--- src/hw/rtl/vfld_pkg.sv ---
package vfld_pkg;

  // Field widths
  localparam int unsigned WordW   = 32;
  localparam int unsigned SecW    = 30;
  localparam int unsigned EpochW  = 6;
  localparam int unsigned DfW     = 24;
  localparam int unsigned AbsW    = 32;
  localparam int unsigned CountW  = 48;
  localparam int unsigned StatusW = 3;

  // Stream widths
  localparam int unsigned InW       = 2 * WordW;
  localparam int unsigned OutFieldW = StatusW + 3 * CountW + AbsW + DfW;
  localparam int unsigned OutW      = ((OutFieldW + 7) / 8) * 8;

  // Header bit positions
  localparam int unsigned EpochLsb = 24;

  // Calendar
  localparam int unsigned EpochN    = 1 << EpochW;
  localparam int unsigned BaseYear  = 2000;
  localparam int unsigned SecPerDay = 86400;

  // Configuration
  localparam int unsigned CfgIdxW  = 1;
  localparam int unsigned CfgDataW = DfW;
  localparam logic            HDR_LE_RESET = 1'b1;
  localparam logic [DfW-1:0]  DF_MAX_RESET = 24'd31249;

  typedef enum logic [CfgIdxW-1:0] {
    CFG_HDR_LE = 1'b0,
    CFG_DF_MAX = 1'b1
  } cfg_reg_t;

  typedef enum logic [StatusW-1:0] {
    ST_FIRST     = 3'd0,
    ST_IN_SEQ    = 3'd1,
    ST_LOST      = 3'd2,
    ST_NON_MONO  = 3'd3,
    ST_BACKWARDS = 3'd4
  } frame_status_t;

  // Decoded frame time
  typedef struct packed {
    logic [AbsW-1:0] abs_sec;
    logic [DfW-1:0]  df;
  } frame_time_t;

  // Per-frame sequence check result
  typedef struct packed {
    frame_status_t     status;
    logic [CountW-1:0] lost;
    frame_time_t       ftime;
  } frame_loss_t;

  typedef logic [AbsW-1:0] epoch_tab_t [EpochN];

  // Seconds from the base date to the start of each half-year epoch.
  // Epoch years run 2000..2031, where every fourth year is leap (2000 is
  // leap by the 400-year rule), so the low two year bits decide.
  function automatic epoch_tab_t build_epoch_tab();
    epoch_tab_t  tab;
    int unsigned days;
    int unsigned year;
    logic        leap;
    days = 0;
    for (int e = 0; e < EpochN; e++) begin
      year = BaseYear + (int'(e) >> 1);
      leap = (year[1:0] == 2'd0);
      if (e % 2 == 1) begin
        tab[e] = AbsW'((days + (leap ? 182 : 181)) * SecPerDay);
        days   = days + (leap ? 366 : 365);
      end else begin
        tab[e] = AbsW'(days * SecPerDay);
      end
    end
    return tab;
  endfunction

  localparam epoch_tab_t EPOCH_START = build_epoch_tab();

endpackage

--- src/hw/rtl/vfld_decode.sv ---
module vfld_decode (
  input  logic                        clk,
  input  logic                        rst_n,
  input  logic                        hdr_le,
  input  logic                        in_valid,
  output logic                        in_ready,
  input  logic [vfld_pkg::WordW-1:0]  in_word0,
  input  logic [vfld_pkg::WordW-1:0]  in_word1,
  output logic                        out_valid,
  input  logic                        out_ready,
  output vfld_pkg::frame_time_t       out_time
);
  import vfld_pkg::*;

  logic [WordW-1:0]  w0;
  logic [WordW-1:0]  w1;
  logic              s1_valid_r;
  logic [SecW-1:0]   secs_r;
  logic [EpochW-1:0] epoch_r;
  logic [DfW-1:0]    df_r;
  logic              s1_ready;
  logic              s2_ready;
  logic              s2_valid_r;
  frame_time_t       time_r;
  frame_time_t       time_nxt;

  function automatic logic [WordW-1:0] swap_bytes(input logic [WordW-1:0] w);
    return {w[7:0], w[15:8], w[23:16], w[31:24]};
  endfunction

  // Put header words in little-endian order
  assign w0 = hdr_le ? in_word0 : swap_bytes(in_word0);
  assign w1 = hdr_le ? in_word1 : swap_bytes(in_word1);

  assign s2_ready = !s2_valid_r || out_ready;
  assign s1_ready = !s1_valid_r || s2_ready;
  assign in_ready = s1_ready;

  // Stage 1: capture the header fields
  always_ff @(posedge clk) begin
    if (!rst_n) begin
      s1_valid_r <= 1'b0;
    end else if (s1_ready) begin
      s1_valid_r <= in_valid;
    end
    if (s1_ready && in_valid) begin
      secs_r  <= w0[SecW-1:0];
      epoch_r <= w1[EpochLsb +: EpochW];
      df_r    <= w1[DfW-1:0];
    end
  end

  // Absolute seconds: epoch start plus seconds into the epoch
  always_comb begin
    time_nxt.abs_sec = EPOCH_START[epoch_r] + AbsW'(secs_r);
    time_nxt.df      = df_r;
  end

  // Stage 2: hold the decoded time
  always_ff @(posedge clk) begin
    if (!rst_n) begin
      s2_valid_r <= 1'b0;
    end else if (s2_ready) begin
      s2_valid_r <= s1_valid_r;
    end
    if (s2_ready && s1_valid_r) begin
      time_r <= time_nxt;
    end
  end

  assign out_valid = s2_valid_r;
  assign out_time  = time_r;

endmodule

--- src/hw/rtl/vfld_seq.sv ---
module vfld_seq (
  input  logic                      clk,
  input  logic                      rst_n,
  input  logic [vfld_pkg::DfW-1:0]  df_max,
  input  logic                      in_valid,
  output logic                      in_ready,
  input  vfld_pkg::frame_time_t     in_time,
  output logic                      out_valid,
  input  logic                      out_ready,
  output vfld_pkg::frame_loss_t     out_loss
);
  import vfld_pkg::*;

  localparam int unsigned MulW = AbsW + DfW + 1;
  localparam int unsigned SumW = MulW + 1;

  logic              seen_r;
  logic [AbsW-1:0]   last_sec_r;
  logic [DfW-1:0]    last_df_r;
  logic              valid_r;
  frame_loss_t       loss_r;
  frame_loss_t       loss_nxt;
  logic              load;

  logic [DfW:0]      next_df;
  logic [DfW-1:0]    gap;
  logic [DfW-1:0]    tail;
  logic [AbsW-1:0]   skipped;
  logic [DfW:0]      per_sec;
  logic [MulW-1:0]   prod;
  logic [SumW-1:0]   span;
  logic [CountW-1:0] span_sat;

  assign in_ready = !valid_r || out_ready;
  assign load     = in_ready && in_valid;

  // Same-second gap and cross-second span
  assign next_df  = {1'b0, last_df_r} + (DfW+1)'(1);
  assign gap      = in_time.df - last_df_r - DfW'(1);
  assign tail     = (last_df_r <= df_max) ? (df_max - last_df_r) : '0;
  assign skipped  = in_time.abs_sec - last_sec_r - AbsW'(1);
  assign per_sec  = {1'b0, df_max} + (DfW+1)'(1);
  assign prod     = MulW'(skipped) * MulW'(per_sec);
  assign span     = SumW'(prod) + SumW'(tail) + SumW'(in_time.df);
  assign span_sat = (|span[SumW-1:CountW]) ? '1 : span[CountW-1:0];

  // Classify the frame against the previous one
  always_comb begin
    loss_nxt.ftime  = in_time;
    loss_nxt.lost   = '0;
    loss_nxt.status = ST_FIRST;
    if (!seen_r) begin
      loss_nxt.status = ST_FIRST;
    end else if (in_time.abs_sec == last_sec_r) begin
      if ({1'b0, in_time.df} > next_df) begin
        loss_nxt.lost   = CountW'(gap);
        loss_nxt.status = ST_LOST;
      end else if (in_time.df <= last_df_r) begin
        loss_nxt.status = ST_NON_MONO;
      end else begin
        loss_nxt.status = ST_IN_SEQ;
      end
    end else if (in_time.abs_sec > last_sec_r) begin
      loss_nxt.lost   = span_sat;
      loss_nxt.status = (|span) ? ST_LOST : ST_IN_SEQ;
    end else begin
      loss_nxt.status = ST_BACKWARDS;
    end
  end

  // Advance the comparison state and hold the result
  always_ff @(posedge clk) begin
    if (!rst_n) begin
      valid_r    <= 1'b0;
      seen_r     <= 1'b0;
      last_sec_r <= '0;
      last_df_r  <= '0;
    end else begin
      if (in_ready) begin
        valid_r <= in_valid;
      end
      if (load) begin
        seen_r     <= 1'b1;
        last_sec_r <= in_time.abs_sec;
        last_df_r  <= in_time.df;
      end
    end
    if (load) begin
      loss_r <= loss_nxt;
    end
  end

  assign out_valid = valid_r;
  assign out_loss  = loss_r;

endmodule

--- src/hw/rtl/vfld_accum.sv ---
module vfld_accum (
  input  logic                         clk,
  input  logic                         rst_n,
  input  logic                         in_valid,
  output logic                         in_ready,
  input  vfld_pkg::frame_loss_t        in_loss,
  output logic                         out_valid,
  input  logic                         out_ready,
  output vfld_pkg::frame_loss_t        out_loss,
  output logic [vfld_pkg::CountW-1:0]  lost_total,
  output logic [vfld_pkg::CountW-1:0]  frames_total
);
  import vfld_pkg::*;

  logic              valid_r;
  frame_loss_t       loss_r;
  logic [CountW-1:0] lost_total_r;
  logic [CountW-1:0] frames_total_r;
  logic [CountW:0]   lost_add;
  logic [CountW:0]   frames_add;
  logic [CountW-1:0] lost_total_nxt;
  logic [CountW-1:0] frames_total_nxt;
  logic              load;

  assign in_ready = !valid_r || out_ready;
  assign load     = in_ready && in_valid;

  // Saturating running totals
  assign lost_add         = {1'b0, lost_total_r} + {1'b0, in_loss.lost};
  assign frames_add       = {1'b0, frames_total_r} + (CountW+1)'(1);
  assign lost_total_nxt   = lost_add[CountW] ? '1 : lost_add[CountW-1:0];
  assign frames_total_nxt = frames_add[CountW] ? '1 : frames_add[CountW-1:0];

  // Output register; the totals double as the accumulators
  always_ff @(posedge clk) begin
    if (!rst_n) begin
      valid_r        <= 1'b0;
      lost_total_r   <= '0;
      frames_total_r <= '0;
    end else begin
      if (in_ready) begin
        valid_r <= in_valid;
      end
      if (load) begin
        lost_total_r   <= lost_total_nxt;
        frames_total_r <= frames_total_nxt;
      end
    end
    if (load) begin
      loss_r <= in_loss;
    end
  end

  assign out_valid    = valid_r;
  assign out_loss     = loss_r;
  assign lost_total   = lost_total_r;
  assign frames_total = frames_total_r;

endmodule

--- src/hw/rtl/vdif_frame_loss_detector.sv ---
// Channel | Dir | Handshake             | Payload
// --------+-----+-----------------------+----------------------------------------
// in_     | in  | in_tvalid/in_tready   | tdata: header_word0, header_word1
// out_    | out | out_tvalid/out_tready | tdata: status, lost_now, seconds, df, ...
// cfg_    | in  | cfg_valid/cfg_ready   | cfg_index, cfg_data (register write)
//
// One item per cycle sustained while out_tready stays high; each item passes
// four register stages (header capture, epoch add, sequence check with the
// skipped-seconds multiply, running totals) before its result is presented.
// Each stage holds its item while the next one is full and stalled, so a
// waiting result does not block intake until the stages behind it fill.
// Synchronous active-low reset clears valids, comparison state and totals;
// configuration returns to little-endian headers and df_max 31249.
module vdif_frame_loss_detector (
  input  logic                          clk,
  input  logic                          rst_n,
  input  logic                          in_tvalid,
  output logic                          in_tready,
  // [31:0] header_word0, [63:32] header_word1
  input  logic [vfld_pkg::InW-1:0]      in_tdata,
  output logic                          out_tvalid,
  input  logic                          out_tready,
  // [2:0] frame_status, [50:3] lost_now, [82:51] absolute_seconds,
  // [106:83] frame_number, [154:107] lost_total, [202:155] frames_total,
  // [207:203] zero
  output logic [vfld_pkg::OutW-1:0]     out_tdata,
  input  logic                          cfg_valid,
  output logic                          cfg_ready,
  input  logic [vfld_pkg::CfgIdxW-1:0]  cfg_index,
  input  logic [vfld_pkg::CfgDataW-1:0] cfg_data
);
  import vfld_pkg::*;

  logic              hdr_le_r;
  logic [DfW-1:0]    df_max_r;
  logic              dec_valid;
  logic              dec_ready;
  frame_time_t       dec_time;
  logic              seq_valid;
  logic              seq_ready;
  frame_loss_t       seq_loss;
  frame_loss_t       res_loss;
  logic [CountW-1:0] lost_total;
  logic [CountW-1:0] frames_total;

  // Configuration registers
  assign cfg_ready = 1'b1;

  always_ff @(posedge clk) begin
    if (!rst_n) begin
      hdr_le_r <= HDR_LE_RESET;
      df_max_r <= DF_MAX_RESET;
    end else if (cfg_valid) begin
      unique case (cfg_reg_t'(cfg_index))
        CFG_HDR_LE: hdr_le_r <= cfg_data[0];
        CFG_DF_MAX: df_max_r <= cfg_data[DfW-1:0];
        default: ;
      endcase
    end
  end

  vfld_decode u_decode (
    .clk       (clk),
    .rst_n     (rst_n),
    .hdr_le    (hdr_le_r),
    .in_valid  (in_tvalid),
    .in_ready  (in_tready),
    .in_word0  (in_tdata[WordW-1:0]),
    .in_word1  (in_tdata[InW-1:WordW]),
    .out_valid (dec_valid),
    .out_ready (dec_ready),
    .out_time  (dec_time)
  );

  vfld_seq u_seq (
    .clk       (clk),
    .rst_n     (rst_n),
    .df_max    (df_max_r),
    .in_valid  (dec_valid),
    .in_ready  (dec_ready),
    .in_time   (dec_time),
    .out_valid (seq_valid),
    .out_ready (seq_ready),
    .out_loss  (seq_loss)
  );

  vfld_accum u_accum (
    .clk          (clk),
    .rst_n        (rst_n),
    .in_valid     (seq_valid),
    .in_ready     (seq_ready),
    .in_loss      (seq_loss),
    .out_valid    (out_tvalid),
    .out_ready    (out_tready),
    .out_loss     (res_loss),
    .lost_total   (lost_total),
    .frames_total (frames_total)
  );

  // Pack the result item, first field lowest
  assign out_tdata = {
    (OutW - OutFieldW)'(0),
    frames_total,
    lost_total,
    res_loss.ftime.df,
    res_loss.ftime.abs_sec,
    res_loss.lost,
    res_loss.status
  };

endmodule
--- config.mk ---
export PLATFORM = sky130hd
export DESIGN_NAME = vdif_frame_loss_detector
export DESIGN_NICKNAME = d
export VERILOG_FILES = /design/src/hw/rtl/vfld_pkg.sv /design/src/hw/rtl/vfld_decode.sv /design/src/hw/rtl/vfld_seq.sv /design/src/hw/rtl/vfld_accum.sv /design/src/hw/rtl/vdif_frame_loss_detector.sv
export SDC_FILE = /design/constraint.sdc
export NUM_CORES = 2
export LEC_CHECK = 0
export ABC_CLOCK_PERIOD_IN_PS = 26400
export CAP_MARGIN = 20
export CORE_UTILIZATION = 25
export DETAILED_ROUTE_END_ITERATION = 12
export DONT_BUFFER_PORTS = 1
export PLACE_DENSITY_LB_ADDON = 0.15
export SLEW_MARGIN = 40
export SYNTH_ARGS = -nofsm -noshare
export SYNTH_HDL_FRONTEND = slang
export SYNTH_HIERARCHICAL = 1
export SYNTH_SLANG_ARGS = --single-unit
--- constraint.sdc ---
create_clock -name clk -period 26.4 [get_ports clk]
set_clock_uncertainty 0.1 [all_clocks]
set_input_delay 3.96 -clock clk [delete_from_list [all_inputs] [get_ports clk]]
set_output_delay 3.96 -clock clk [all_outputs]
set_load 0.005 [all_outputs]
==> results.py <==
metrics = {
    "timing": {
        "final.min_clock_period_ps": 12440,
        "fmax_ghz": 0.0804,
        "finalSetupViolCount": 0,
        "finalHoldViolCount": 0,
        "rsz0062_at_grt": "no",
        "slew_headroom_pct": 40.3,
        "slew_violations": 0,
        "worstMarginPinSlew_ps": 889,
        "fin_crit_sh_pct": 47.1,
        "finalSetupTns_ps": 0,
    },
    "run_status": {
        "status": "complete, no violations",
    },
    "place": {
        "placed_cell_area_um2": 60000,
        "routabilityCongestion": 0.892,
        "dpl.hpwl_mm": 163,
        "io_buffers": 0,
    },
    "critical_path": {
        "cp_slowest_stage_delay_ps": 640,
        "worstSetupPathType": "register to register",
        "rrSetupSlack_ps": 13960,
        "crit_required_ps": 26670,
        "startpoint_type": "register",
        "crit_arrival_ps": 12720,
        "endpoint_kind": "register",
        "cp_max_fo": 22,
        "cpMaxStageDelayCell": "o21ai_0",
        "crit_top_cell": "fa_1",
    },
    "clock_tree": {
        "cts_buffer_depth": 3,
        "cts_sinks": 511,
        "cts_tree": "yes",
        "root_buffer": "clkbuf_16",
        "cts_buffers": 66,
        "clkLatencyLatePin_ps": 670,
        "cts_max_level": 3,
        "hold_buffers": 0,
        "clk_pin_slew_ps": 60,
        "ctsResizeCount": 0,
        "post_cts_buffers": 0,
    },
    "route": {
        "top_layer": "met5",
        "drc": 0,
        "wl_mm": 206,
        "vias": 42525,
        "wl_met3_mm": 14.6,
        "wl_per_cell_um": 23.5,
        "firstDrtPassIters": 5,
        "vias_per_cell": 4.85,
        "drt_iter0_markers": 3050,
        "wl_met2_mm": 89.9,
        "wirelength_met1_mm": 98.7,
        "detail-route-antenna-nets": 0,
    },
    "synthesis": {
        "ys.warnings.count": 6,
        "synthArstFlopShare_pct": 0,
        "synth_cells": 5859,
        "synth_seq_cells": 511,
        "ys_seq_area_share_pct": 24.2,
        "synth_area_um2": 55800,
        "synth.top_cells.by_area": "fa_1, edfxtp_1, ha_1",
        "synth_cell_types": 103,
        "synth_ff_type": "edfxtp_1",
        "synth_top_area_share_pct": 26.6,
        "syn_avg_cell_area_um2": 9.52,
        "yosysTopAreaCell": "fa_1",
        "synth-edff-count": 329,
    },
    "cells_and_area": {
        "drive_above_1_share_pct": 6.96,
        "design_area_um2": 62300,
        "nets": 6976,
        "syn_to_final_growth_pct": 11.7,
    },
    "floorplanning": {
        "ioPinCount": 305,
        "chipWidth_um": 474,
        "num_rows": 173,
        "floorplan.initialDensity_pct": 25.1,
        "die_area_um2": 225000,
        "fp.coreArea_um2": 222000,
        "die_h_um": 474,
    },
    "global_routing": {
        "globalRouteOverflowTotal": 0,
        "grt_pass1_wl_mm": 303,
        "grt_pass1_vias": 43786,
        "antenna_found_initial": 19,
        "grt_max_degree": 200,
        "grt_usage_pct": 18.2,
    },
    "flow_run": {
        "drv_cap": 0,
    },
    "min_path": {
        "hp-class": "register to register",
    },
}
-- cell families (layout without fill, tap and decap cells) --
logic type	Yosys count	in the layout	synth area share, %
simple gates	1809	1809	14.5
buf+inv	941	872	6.60
compound gates	1091	1091	13.0
other cells	3	10	0.0202
flops	511	511	24.2
xor+xnor	287	287	4.51
mux	76	76	1.58
fa+ha+maj	1141	1141	35.6
-- worst max-delay path, delay by kind of cell, from the launching register on --
| family | cells | cell delay, ps |
|---|---|---|
| AOI/OAI and AO/OA | 15 | 5540 |
| DFF | 1 | 430 |
| adders and majority gates | 9 | 4420 |
| and+or+nand+nor | 5 | 920 |
| buffers and inverters | 3 | 430 |
| xor gates and xnor gates | 2 | 290 |
-- layer usage --
| layer | vias up | global-route usage, % |
|---|---|---|
| met5 | - | 0 |
| met4 | 20 | 3.04 |
| met3 | 165 | 3.90 |
| met2 | 1344 | 28.2 |
| met1 | 21635 | 26.1 |
| li1 | 19361 | - |
-- synth_stat cells (47+ instances only) --
| cell | number |
|---|---|
| fa_1 | 741 |
| nand2_1 | 726 |
| inv_1 | 655 |
| nor2_1 | 522 |
| ha_1 | 400 |
| edfxtp_1 | 329 |
| a21oi_1 | 293 |
| clkbuf_1 | 214 |
| o21ai_0 | 193 |
| dfxtp_1 | 182 |
| xnor2_1 | 167 |
| xor2_1 | 120 |
| a21o_1 | 112 |
| a21boi_0 | 110 |
| nand3_1 | 110 |
| nand4_1 | 77 |
| nor3_1 | 66 |
| mux2_2 | 65 |
| and2_1 | 61 |
| and3_1 | 60 |
| nor2b_1 | 52 |
| nand2b_1 | 47 |
-- state kept, by name (all words and copies together), names as in the netlist --
signal	count
hdr_le_r	1
u_decode/secs_r	30
u_seq/seen_r	1
u_decode/df_r	24
u_accum/frames_total	48
u_decode/out_valid	1
u_decode/s1_valid_r	1
u_decode/out_time	55
u_decode/epoch_r	6
u_seq/last_sec_r	32
u_accum/lost_total	48
u_accum/out_loss	107
df_max_r	24
u_seq/out_loss	107
u_accum/out_valid	1
u_seq/out_valid	1
u_seq/last_df_r	24
-- cell type report --
| class | instances | area, um2 |
|---|---|---|
| fillers | 23623 | 160000 |
| multi-input cells | 4411 | 39400 |
| flip-flops and latches | 511 | 13500 |
| well taps | 2975 | 3720 |
| inverters | 656 | 2470 |
| clock buffers | 84 | 1790 |
| repair buffers | 95 | 868 |
| clock inverters | 37 | 453 |
| diodes | 3 | 7.51 |
-- worst paths after layout --
path,start,to,depth (start not counted)
min,u_seq/out_loss[34],u_accum/out_loss[34],0
min reg2reg,u_seq/out_loss[34],u_accum/out_loss[34],0
max reg2reg,u_decode/out_time[25],u_seq/out_loss[66],34
max,u_decode/out_time[25],u_seq/out_loss[66],34
-- stage by stage --
step | setup slack [ps] | util, % | std cells | hold WS (ps)
2_1_floorplan | 16080 | - | 5863 | 300
3_3_place_gp | 13770 | 26.8 | 8631 | 300
3_5_place_dp | 13760 | 27.0 | 8648 | 305
4_1_cts | 13730 | 28.0 | 8769 | 292
5_1_grt | 13170 | 28.0 | 8769 | 310
6_report | 13960 | 28.0 | 8772 | 307
-- layout by cell type, fill, tap and decap left out, drive strengths merged, types with 77 or more instances in the layout --
cell | synthesis | layout
clkbuf | 218 | 84
nand2 | 726 | 726
buf | 67 | 95
a21boi | 112 | 112
a21o | 113 | 113
o21ai | 216 | 216
edfxtp | 329 | 329
dfxtp | 182 | 182
xnor2 | 167 | 167
inv | 655 | 660
nand4 | 77 | 77
nor2 | 522 | 522
ha | 400 | 400
xor2 | 120 | 120
a21oi | 295 | 295
nand3 | 111 | 111
fa | 741 | 741
Power is not shown: default switching activity piles up to over one toggle a cycle in this logic, so the estimate is an artifact.
